### config.mk
export PLATFORM = sky130hd
export DESIGN_NAME = weighted_moving_average
export DESIGN_NICKNAME = d
export VERILOG_FILES = /design/src/design/wma_pkg.sv /design/src/design/weighted_moving_average.sv /design/src/design/wma_ram.sv /design/src/design/wma_ctrl.sv /design/src/design/wma_datapath.sv
export VERILOG_INCLUDE_DIRS = /design/src /design/src/design
export SDC_FILE = /design/constraint.sdc
export NUM_CORES = 2
export LEC_CHECK = 0
export BUFFER_PORTS_ARGS = -buffer_cell sky130_fd_sc_hd__buf_4
export CAP_MARGIN = 0
export CORE_MARGIN = 8
export CORE_UTILIZATION = 60
export CTS_CLUSTER_DIAMETER = 50
export CTS_CLUSTER_SIZE = 16
export DETAILED_ROUTE_END_ITERATION = 7
export PLACE_DENSITY = 0.77
export RECOVER_POWER = 50
export SYNTH_ARGS = -nofsm -noshare
export SYNTH_HDL_FRONTEND = slang
export SYNTH_SLANG_ARGS = --single-unit
### constraint.sdc
create_clock -name clock -period 10.8 [get_ports clock]
set_input_delay 2.7 -clock clock [delete_from_list [all_inputs] [get_ports clock]]
set_output_delay 2.7 -clock clock [all_outputs]
set_load 0.01 [all_outputs]
### src/design/weighted_moving_average_macros.svh
// Assertion macros for the weighted moving average block.
// Depends on a clock named clock and a synchronous active-high reset named reset.
`ifndef WEIGHTED_MOVING_AVERAGE_MACROS_SVH
`define WEIGHTED_MOVING_AVERAGE_MACROS_SVH

// The consequent holds in the same cycle as the antecedent.
`define WMA_CHECK_IMPLY(label, ante, cons) \
   label: assert property (@(posedge clock) disable iff (reset) (ante) |-> (cons)) \
      else $error("weighted moving average check failed");

// The consequent holds in the cycle after the antecedent.
`define WMA_CHECK_NEXT(label, ante, cons) \
   label: assert property (@(posedge clock) disable iff (reset) (ante) |=> (cons)) \
      else $error("weighted moving average check failed");

// The expression holds in every cycle out of reset.
`define WMA_CHECK_ALWAYS(label, expr) \
   label: assert property (@(posedge clock) disable iff (reset) (expr)) \
      else $error("weighted moving average check failed");

`endif

### src/design/wma_pkg.sv
// Shared constants, controller states and command/status types of the weighted moving average.
// No dependencies.
`timescale 1ns / 1ps

package wma_pkg;

   localparam int MaxWindowDefault  = 32;
   localparam int SampleBitsDefault = 32;
   localparam int TagBits           = 32;
   localparam int CfgBits           = 6;
   localparam int CsrDataBits       = 8;

   typedef enum logic [2:0] {
      ST_IDLE,
      ST_MULT,
      ST_SUM,
      ST_LOAD,
      ST_DIV,
      ST_OUT
   } wma_state_type;

   typedef struct packed {
      logic clear;
      logic load;
      logic mult;
      logic update;
      logic div_start;
      logic div_step;
      logic out_load;
   } wma_cmd_type;

   typedef struct packed {
      logic yields;
      logic div_last;
      logic out_free;
   } wma_status_type;

endpackage

### src/design/weighted_moving_average.sv
// Top level of the linear weighted moving average over a sliding window of signed samples.
// Depends on wma_pkg, wma_ctrl, wma_datapath, wma_ram and weighted_moving_average_macros.svh.
//
//   Channel   Direction  Contents
//   req_*     in         sample_value (low bits), sample_tag
//   rsp_*     out        average_value (low bits), result_tag
//   csr_*     in         window_length (low six bits)
//
// A request without a result passes ST_IDLE, ST_MULT and ST_SUM; one with a result then also passes
// ST_LOAD, ST_DIV and ST_OUT, with the one-bit-a-cycle divider working in ST_DIV.
// Reset is synchronous; it empties the window and sets the window length to one.
// A result waits in the output register while requests go on; a newer one stalls until it is read.
// A length write is taken only between requests and empties the window.
`timescale 1ns / 1ps
`include "weighted_moving_average_macros.svh"

module weighted_moving_average import wma_pkg::*; #(
   parameter int MAX_WINDOW  = MaxWindowDefault,
   parameter int SAMPLE_BITS = SampleBitsDefault
) (
   input  logic                                     clock,
   input  logic                                     reset,
   // sample_value, sample_tag, zero padding
   input  logic [((SAMPLE_BITS+TagBits+7)/8)*8-1:0] req_tdata,
   input  logic                                     req_tvalid,
   output logic                                     req_tready,
   // average_value, result_tag, zero padding
   output logic [((SAMPLE_BITS+TagBits+7)/8)*8-1:0] rsp_tdata,
   output logic                                     rsp_tvalid,
   input  logic                                     rsp_tready,
   // window_length, zero padding
   input  logic [CsrDataBits-1:0]                   csr_tdata,
   input  logic                                     csr_tvalid,
   output logic                                     csr_tready
);

   wma_cmd_type    cmd;
   wma_status_type status;

   wma_ctrl u_ctrl (
      .clock      (clock),
      .reset      (reset),
      .req_tvalid (req_tvalid),
      .csr_tvalid (csr_tvalid),
      .status     (status),
      .req_tready (req_tready),
      .csr_tready (csr_tready),
      .cmd        (cmd)
   );

   wma_datapath #(
      .MAX_WINDOW  (MAX_WINDOW),
      .SAMPLE_BITS (SAMPLE_BITS)
   ) u_datapath (
      .clock      (clock),
      .reset      (reset),
      .cmd        (cmd),
      .status     (status),
      .req_tdata  (req_tdata),
      .csr_tdata  (csr_tdata),
      .rsp_tvalid (rsp_tvalid),
      .rsp_tready (rsp_tready),
      .rsp_tdata  (rsp_tdata)
   );

   `WMA_CHECK_ALWAYS(a_cfg_req_apart, !(csr_tvalid && csr_tready && req_tvalid && req_tready))
   `WMA_CHECK_NEXT(a_one_at_a_time, req_tvalid && req_tready, !req_tready)
   `WMA_CHECK_IMPLY(a_no_overwrite, cmd.out_load, !rsp_tvalid || rsp_tready)
   `WMA_CHECK_ALWAYS(a_one_command, $onehot0(cmd))

endmodule

### src/design/wma_ram.sv
// Generic single-write, single-read RAM with a registered read port.
// No dependencies.
`timescale 1ns / 1ps

module wma_ram #(
   parameter int WIDTH = 32,
   parameter int DEPTH = 32
) (
   input  logic                                          clock,
   input  logic                                          wr_en,
   input  logic [((DEPTH > 1) ? $clog2(DEPTH) : 1)-1:0] wr_addr,
   input  logic [WIDTH-1:0]                              wr_data,
   input  logic                                          rd_en,
   input  logic [((DEPTH > 1) ? $clog2(DEPTH) : 1)-1:0] rd_addr,
   output logic [WIDTH-1:0]                              rd_data
);

   logic [WIDTH-1:0] mem_ff [DEPTH];
   logic [WIDTH-1:0] rd_data_ff;

   always_ff @(posedge clock) begin
      if (wr_en) begin
         mem_ff[wr_addr] <= wr_data;
      end
      if (rd_en) begin
         rd_data_ff <= mem_ff[rd_addr];
      end
   end

   assign rd_data = rd_data_ff;

endmodule

### src/design/wma_ctrl.sv
// Controller state machine of the weighted moving average.
// Depends on wma_pkg for its states and the command and status types.
`timescale 1ns / 1ps

module wma_ctrl import wma_pkg::*; (
   input  logic           clock,
   input  logic           reset,
   input  logic           req_tvalid,
   input  logic           csr_tvalid,
   input  wma_status_type status,
   output logic           req_tready,
   output logic           csr_tready,
   output wma_cmd_type    cmd
);

   wma_state_type state_ff;
   wma_state_type state_in;

   always_ff @(posedge clock) begin
      if (reset) begin
         state_ff <= ST_IDLE;
      end else begin
         state_ff <= state_in;
      end
   end

   always_comb begin
      state_in   = state_ff;
      cmd        = '0;
      req_tready = 1'b0;
      csr_tready = 1'b0;
      case (state_ff)
         ST_IDLE: begin
            csr_tready = 1'b1;
            req_tready = !csr_tvalid;
            if (csr_tvalid) begin
               cmd.clear = 1'b1;
            end else if (req_tvalid) begin
               cmd.load = 1'b1;
               state_in = ST_MULT;
            end
         end
         ST_MULT: begin
            cmd.mult = 1'b1;
            state_in = ST_SUM;
         end
         ST_SUM: begin
            cmd.update = 1'b1;
            state_in   = status.yields ? ST_LOAD : ST_IDLE;
         end
         ST_LOAD: begin
            cmd.div_start = 1'b1;
            state_in      = ST_DIV;
         end
         ST_DIV: begin
            cmd.div_step = 1'b1;
            if (status.div_last) begin
               state_in = ST_OUT;
            end
         end
         ST_OUT: begin
            if (status.out_free) begin
               cmd.out_load = 1'b1;
               state_in     = ST_IDLE;
            end
         end
         default: begin
            state_in = ST_IDLE;
         end
      endcase
   end

endmodule

### src/design/wma_datapath.sv
// Datapath of the weighted moving average: window RAM, running sums, serial divider, result register.
// Depends on wma_pkg and wma_ram.
`timescale 1ns / 1ps

module wma_datapath import wma_pkg::*; #(
   parameter int MAX_WINDOW  = MaxWindowDefault,
   parameter int SAMPLE_BITS = SampleBitsDefault
) (
   input  logic                                        clock,
   input  logic                                        reset,
   input  wma_cmd_type                                 cmd,
   output wma_status_type                              status,
   input  logic [((SAMPLE_BITS+TagBits+7)/8)*8-1:0]    req_tdata,
   input  logic [CsrDataBits-1:0]                      csr_tdata,
   output logic                                        rsp_tvalid,
   input  logic                                        rsp_tready,
   output logic [((SAMPLE_BITS+TagBits+7)/8)*8-1:0]    rsp_tdata
);

   localparam int DataBits = ((SAMPLE_BITS + TagBits + 7) / 8) * 8;
   localparam int NBits    = $clog2(MAX_WINDOW + 1);
   localparam int PosBits  = (MAX_WINDOW > 1) ? $clog2(MAX_WINDOW) : 1;
   localparam int TotalMax = MAX_WINDOW * (MAX_WINDOW + 1) / 2;
   localparam int TBits    = $clog2(TotalMax + 1);
   localparam int RsBits   = SAMPLE_BITS + NBits;
   localparam int WsBits   = SAMPLE_BITS + TBits;
   localparam int CntBits  = $clog2(WsBits);

   logic signed [SAMPLE_BITS-1:0] x_ff;
   logic [TagBits-1:0]            tag_ff;
   logic signed [WsBits-1:0]      prod_ff;
   logic signed [RsBits-1:0]      running_ff;
   logic signed [WsBits-1:0]      weighted_ff;
   logic [NBits-1:0]              fill_ff;
   logic [PosBits-1:0]            pos_ff;
   logic [NBits-1:0]              n_ff;
   logic [TBits-1:0]              total_ff;
   logic [WsBits-1:0]             mag_ff;
   logic [TBits-1:0]              rem_ff;
   logic                          neg_ff;
   logic [CntBits-1:0]            cnt_ff;
   logic signed [SAMPLE_BITS-1:0] avg_ff;
   logic [TagBits-1:0]            rtag_ff;
   logic                          out_valid_ff;

   logic signed [RsBits-1:0]      running_in;
   logic signed [WsBits-1:0]      weighted_in;
   logic [NBits-1:0]              fill_in;
   logic [PosBits-1:0]            pos_in;
   logic [WsBits-1:0]             mag_in;
   logic [TBits-1:0]              rem_in;
   logic [WsBits-1:0]             quot;

   logic                          full;
   logic [NBits-1:0]              fill_next;
   logic [NBits-1:0]              k;
   logic signed [RsBits:0]        prod_full;
   logic [SAMPLE_BITS-1:0]        oldest_raw;
   logic signed [SAMPLE_BITS-1:0] oldest;
   logic [TBits:0]                trial;
   logic                          trial_ge;

   logic [CfgBits-1:0]            cfg_raw;
   logic [NBits-1:0]              cfg_n;
   logic [2*NBits:0]              cfg_prod;
   logic [TBits-1:0]              cfg_total;

   wma_ram #(
      .WIDTH (SAMPLE_BITS),
      .DEPTH (MAX_WINDOW)
   ) u_window (
      .clock   (clock),
      .wr_en   (cmd.update),
      .wr_addr (pos_ff),
      .wr_data (x_ff),
      .rd_en   (cmd.load),
      .rd_addr (pos_ff),
      .rd_data (oldest_raw)
   );

   assign oldest    = $signed(oldest_raw);
   assign full      = (fill_ff == n_ff);
   assign fill_next = fill_ff + NBits'(1);
   assign k         = full ? n_ff : fill_next;
   assign prod_full = $signed({1'b0, k}) * x_ff;

   always_comb begin
      if (full) begin
         running_in  = running_ff - RsBits'(oldest) + RsBits'(x_ff);
         weighted_in = weighted_ff - WsBits'(running_ff) + prod_ff;
         fill_in     = fill_ff;
      end else begin
         running_in  = running_ff + RsBits'(x_ff);
         weighted_in = weighted_ff + prod_ff;
         fill_in     = fill_next;
      end
      if (NBits'(pos_ff) + NBits'(1) == n_ff) begin
         pos_in = '0;
      end else begin
         pos_in = pos_ff + PosBits'(1);
      end
   end

   assign mag_in   = weighted_ff[WsBits-1] ? WsBits'(-weighted_ff) : WsBits'(weighted_ff);
   assign trial    = {rem_ff, mag_ff[WsBits-1]};
   assign trial_ge = (trial >= {1'b0, total_ff});
   assign rem_in   = trial_ge ? TBits'(trial - {1'b0, total_ff}) : trial[TBits-1:0];
   assign quot     = neg_ff ? (~mag_ff + WsBits'(1)) : mag_ff;

   always_comb begin
      cfg_raw = csr_tdata[CfgBits-1:0];
      if (cfg_raw == '0) begin
         cfg_n = NBits'(1);
      end else if (32'(cfg_raw) > 32'(MAX_WINDOW)) begin
         cfg_n = NBits'(MAX_WINDOW);
      end else begin
         cfg_n = NBits'(cfg_raw);
      end
      cfg_prod  = (2*NBits+1)'(cfg_n) * ((2*NBits+1)'(cfg_n) + (2*NBits+1)'(1));
      cfg_total = TBits'(cfg_prod >> 1);
   end

   always_ff @(posedge clock) begin
      if (reset) begin
         running_ff   <= '0;
         weighted_ff  <= '0;
         fill_ff      <= '0;
         pos_ff       <= '0;
         n_ff         <= NBits'(1);
         total_ff     <= TBits'(1);
         cnt_ff       <= '0;
         out_valid_ff <= 1'b0;
      end else begin
         if (cmd.clear) begin
            running_ff  <= '0;
            weighted_ff <= '0;
            fill_ff     <= '0;
            pos_ff      <= '0;
            n_ff        <= cfg_n;
            total_ff    <= cfg_total;
         end else if (cmd.update) begin
            running_ff  <= running_in;
            weighted_ff <= weighted_in;
            fill_ff     <= fill_in;
            pos_ff      <= pos_in;
         end
         if (cmd.div_start) begin
            cnt_ff <= CntBits'(WsBits - 1);
         end else if (cmd.div_step) begin
            cnt_ff <= cnt_ff - CntBits'(1);
         end
         if (cmd.out_load) begin
            out_valid_ff <= 1'b1;
         end else if (rsp_tready) begin
            out_valid_ff <= 1'b0;
         end
      end
   end

   always_ff @(posedge clock) begin
      if (cmd.load) begin
         x_ff   <= $signed(req_tdata[SAMPLE_BITS-1:0]);
         tag_ff <= req_tdata[SAMPLE_BITS +: TagBits];
      end
      if (cmd.mult) begin
         prod_ff <= WsBits'(prod_full);
      end
      if (cmd.div_start) begin
         mag_ff <= mag_in;
         neg_ff <= weighted_ff[WsBits-1];
         rem_ff <= '0;
      end else if (cmd.div_step) begin
         mag_ff <= {mag_ff[WsBits-2:0], trial_ge};
         rem_ff <= rem_in;
      end
      if (cmd.out_load) begin
         avg_ff  <= $signed(quot[SAMPLE_BITS-1:0]);
         rtag_ff <= tag_ff;
      end
   end

   assign status.yields   = full || (fill_next == n_ff);
   assign status.div_last = (cnt_ff == '0);
   assign status.out_free = !out_valid_ff || rsp_tready;

   assign rsp_tvalid = out_valid_ff;
   assign rsp_tdata  = DataBits'({rtag_ff, avg_ff});

endmodule
==> results.md <==
- Violated checks: capacitance limit, slew limit
- CP startpoint: u_datapath.n_ff[2]
- CTS Hold Bufs: 0
- R2R Path Start: u_datapath.n_ff[2]
- Synth Area in Compound Gates: 10.0%
- Sequential standard cell area: 40,600 sq um
- Remaining DRCs: 0
- Number of flops mapped to enable cells by yosys: 1,266
- Sequential area share after synthesis: 56.5%
- Max-cap viol count: 39
- Core area: 119,000 sq um
- Max Fclk: 113 MHz
- Routed vias/inst: 6.38
- Final wirelength: 186,000 microns
- CTS H-tree depth: 4
- Clk sinks: 1,393
- Initial antenna violation count: 4
- GR Util All Layers: 28.0%
- Clock Latency Late Sink: 770 ps
- Reg2reg path depth: 28
- Filler Cells Inserted: 8,294
- Post-synth ARST share: 0%
- Footprint of the multi-input gates: 28,600 sq um
- Avg WL per Cell: 25.9 microns
- Critical path class: reg -> reg
- Worst path arrival time: 9390 ps
- CP Launch Type: register
- Clock tree buffer depth: 3
- P_leak: 0.0295 uW
- Largest net degree at the start of global routing: 105
- Clock Pin Slew Worst Setup and Hold Paths: 70 ps
- Worst-margin pin slew: 3310 ps
- Final core occ: 66.5%
- First-pass GRT wire length: 279,000 microns
- R2R Path End: u_datapath.prod_ff[38]
- Aggregate negative setup slack: 0 ps
- Resized Gates After CTS: 0
- Initial Utilization: 60.2%
- # nets final: 6,088
- Yosys warns: 0
- Mux cell area share after synthesis: 8.20%
- 1st-iter DRT viols: 4,858
- Adder-cell share of the synthesized area: 11.3%
- Pre-antenna DRT Iters: 6
- CP max stage delay: 1960 ps
- Layout area overhead: 10.4%
- Critical Path RT: 11,300 ps
- Worst Hold Class: reg -> reg
- Num CTS Buffers: 136
- Post-synthesis average cell area: 13.4 sq um
- Row cnt: 127
- Synth Area in Simple Gates: 6.48%
- GRT Residual Overflow: 0
- Hpwl dp: 113,000 microns
- Final ANT Viol Nets: 0
- Top_reg_cell synth: edfxtp_1
- Ports: 144
- Clock Skews: 38.5 ps
- DR vias: 45,900
- CP most frequent cell: inv_1
- PnR worst setup slack: 1910 ps
- I/O Buffers: 141
- Netlist cell types: 83
- GP Congestion: 0.920
- Post-synthesis cell count: 5,343
- Max-slew headroom at the worst pin: -121%
- Number of global-route vias before repair: 45,700
- Worst slack at placement: 2990 ps
- Crit end category: register
- Pwr dens: 158 nW/um^2
- Largest family of logic cells by synthesized area: adder cells
- Final hold violations: 0
- XOR/XNOR Fraction of Synth Area: 3.34%
- Post-CTS Setup Inserts: 0
- Worst Setup EP: u_datapath.prod_ff[38]
- Slowest cell on crit path: clkbuf_1
- Final min period: 8890 ps
- Post-synthesis cell area: 71,800 sq um
- CTS tree: yes
- DP Area: 75,200 sq um
- RSZ-0062 raised after global routing: no
- Share of cells above drive strength 1: 13.3%
- Max Transition Viols Final: 1,442
- Clock root buffer: clkbuf_16
- Final hold slack: 401 ps
- Final setup fails: 0
- Reg2Reg Setup Slack: 1910 ps
- CP Max Fanout: 53
- Crit share post-route: 82.3%
- Peak supply drop: 0.161 mV
- Die height: 362 microns
- Design area: 79,300 sq um
- Yosys reg bits: 1,393
- Status: finished with violations
- Die Wd: 362 microns
- Die ar.: 131,000 sq um
## state kept, by name, indices dropped and copies added (netlist names), 10 cells and up
name and cells:
u_datapath.total_ff 10, u_datapath.u_window.mem_ff 1024, u_datapath.avg_ff 32, u_datapath.running_ff 38, u_datapath.x_ff 32, u_datapath.tag_ff 32
u_datapath.prod_ff 39, u_datapath.u_window.rd_data 32, u_datapath.mag_ff 42, u_datapath.weighted_ff 42, u_datapath.rem_ff 10, u_datapath.rtag_ff 32
## placed cells by master, fill, tap and decap left out, drive strengths merged, types with 25 or more instances in the layout
cell | synthesis | layout
buf | 40 | 138
dfxtp | 127 | 127
and3 | 25 | 25
nand2 | 266 | 266
nand2b | 39 | 39
xnor2 | 197 | 197
and2 | 53 | 53
o21bai | 34 | 34
a21oi | 287 | 287
o31ai | 32 | 32
a31oi | 29 | 29
a211oi | 66 | 66
ha | 277 | 277
clkbuf | 187 | 260
inv | 566 | 590
a22oi | 129 | 129
xor2 | 77 | 77
nor3 | 38 | 38
nor2 | 332 | 332
nand3 | 54 | 54
mux4 | 256 | 256
o21ai | 240 | 240
nand4 | 69 | 69
edfxtp | 1266 | 1266
a21o | 132 | 132
fa | 232 | 232
## cells in the mapped netlist (66+ instances only)
| cell type | count | area [sq um] |
|---|---|---|
| nor2_1 | 331 | 1240 |
| mux4_2 | 256 | 5770 |
| a21o_1 | 132 | 991 |
| o21ai_0 | 238 | 1190 |
| dfxtp_1 | 127 | 2540 |
| edfxtp_1 | 1266 | 38000 |
| nand2_1 | 266 | 998 |
| inv_1 | 566 | 2120 |
| ha_1 | 277 | 3470 |
| xor2_1 | 77 | 674 |
| a22oi_1 | 129 | 968 |
| nand4_1 | 69 | 432 |
| a211oi_1 | 66 | 495 |
| fa_1 | 232 | 4640 |
| clkbuf_1 | 187 | 702 |
| xnor2_1 | 197 | 1730 |
| a21oi_1 | 287 | 1440 |
## cell families after synthesis
kind of cell | count (synthesis)
AND/OR/NAND/NOR | 984
XOR/XNOR | 274
multiplexers | 268
other | 2
flip-flops | 1393
adder cells (fa/ha/maj) | 509
AO/OA/AOI/OAI | 1118
buffers and inverters | 795
## stage by stage
step | total power [uW] | cells
after CTS | 12600 | 7192
final | 12500 | 7193
after detailed placement | 7900 | 6976
after global routing | 13000 | 7192
after floorplan | 7440 | 5345
after global placement | 7860 | 6976
## worst max-delay path, delay by kind of cell (launching register included)
kind,cells,cell delay [ps]
xor gates and xnor gates,2,220
DFF,1,530
adders and majority gates,5,1900
AOI/OAI and AO/OA,8,2460
buffers and inverters,6,2510
and+or+nand+nor,7,1020
## final cells by class
| type | instances | area share [%] |
|---|---|---|
| inverter | 568 | 2.69 |
| timing repair buffer | 246 | 2.13 |
| sequential | 1393 | 51.2 |
| tap | 1612 | 2.54 |
| multi-input combinational | 3157 | 36.0 |
| clock buffer | 152 | 4.51 |
| antenna | 1 | 0.00316 |
| clock inverter | 64 | 0.964 |
## power breakdown
| group | switching [uW] | internal, uW | leakage [uW] |
|---|---|---|---|
| clock network | 2120 | 2600 | 0.00209 |
| registers | 66.9 | 5960 | 0.0124 |
| logic | 1090 | 696 | 0.0150 |
| total | 3280 | 9260 | 0.0295 |
## metal layers
layer / vias to the layer above / track usage [%] / share of wire (%)
met5: - / 0 / 0.0043
li1: 20100 / - / -
met3: 517 / 5.11 / 9.7
met1: 22700 / 36.5 / 38
met4: 2 / 11.6 / 4.5
met2: 2592 / 46.7 / 48
## worst min path at each step
stage,start,endpoint,slack (ps),depth (start not counted)
global placement,u_datapath.tag_ff[20],u_datapath.rtag_ff[20],400,0
CTS,u_datapath.tag_ff[19],u_datapath.rtag_ff[19],400,0
global route,u_datapath.tag_ff[19],u_datapath.rtag_ff[19],410,0
detailed placement,u_datapath.tag_ff[21],u_datapath.rtag_ff[21],400,0
finish,u_datapath.tag_ff[19],u_datapath.rtag_ff[19],400,0
floorplan,u_datapath.tag_ff[0],u_datapath.rtag_ff[0],400,0
No activity file was read; power rests on OpenSTA's default activity.
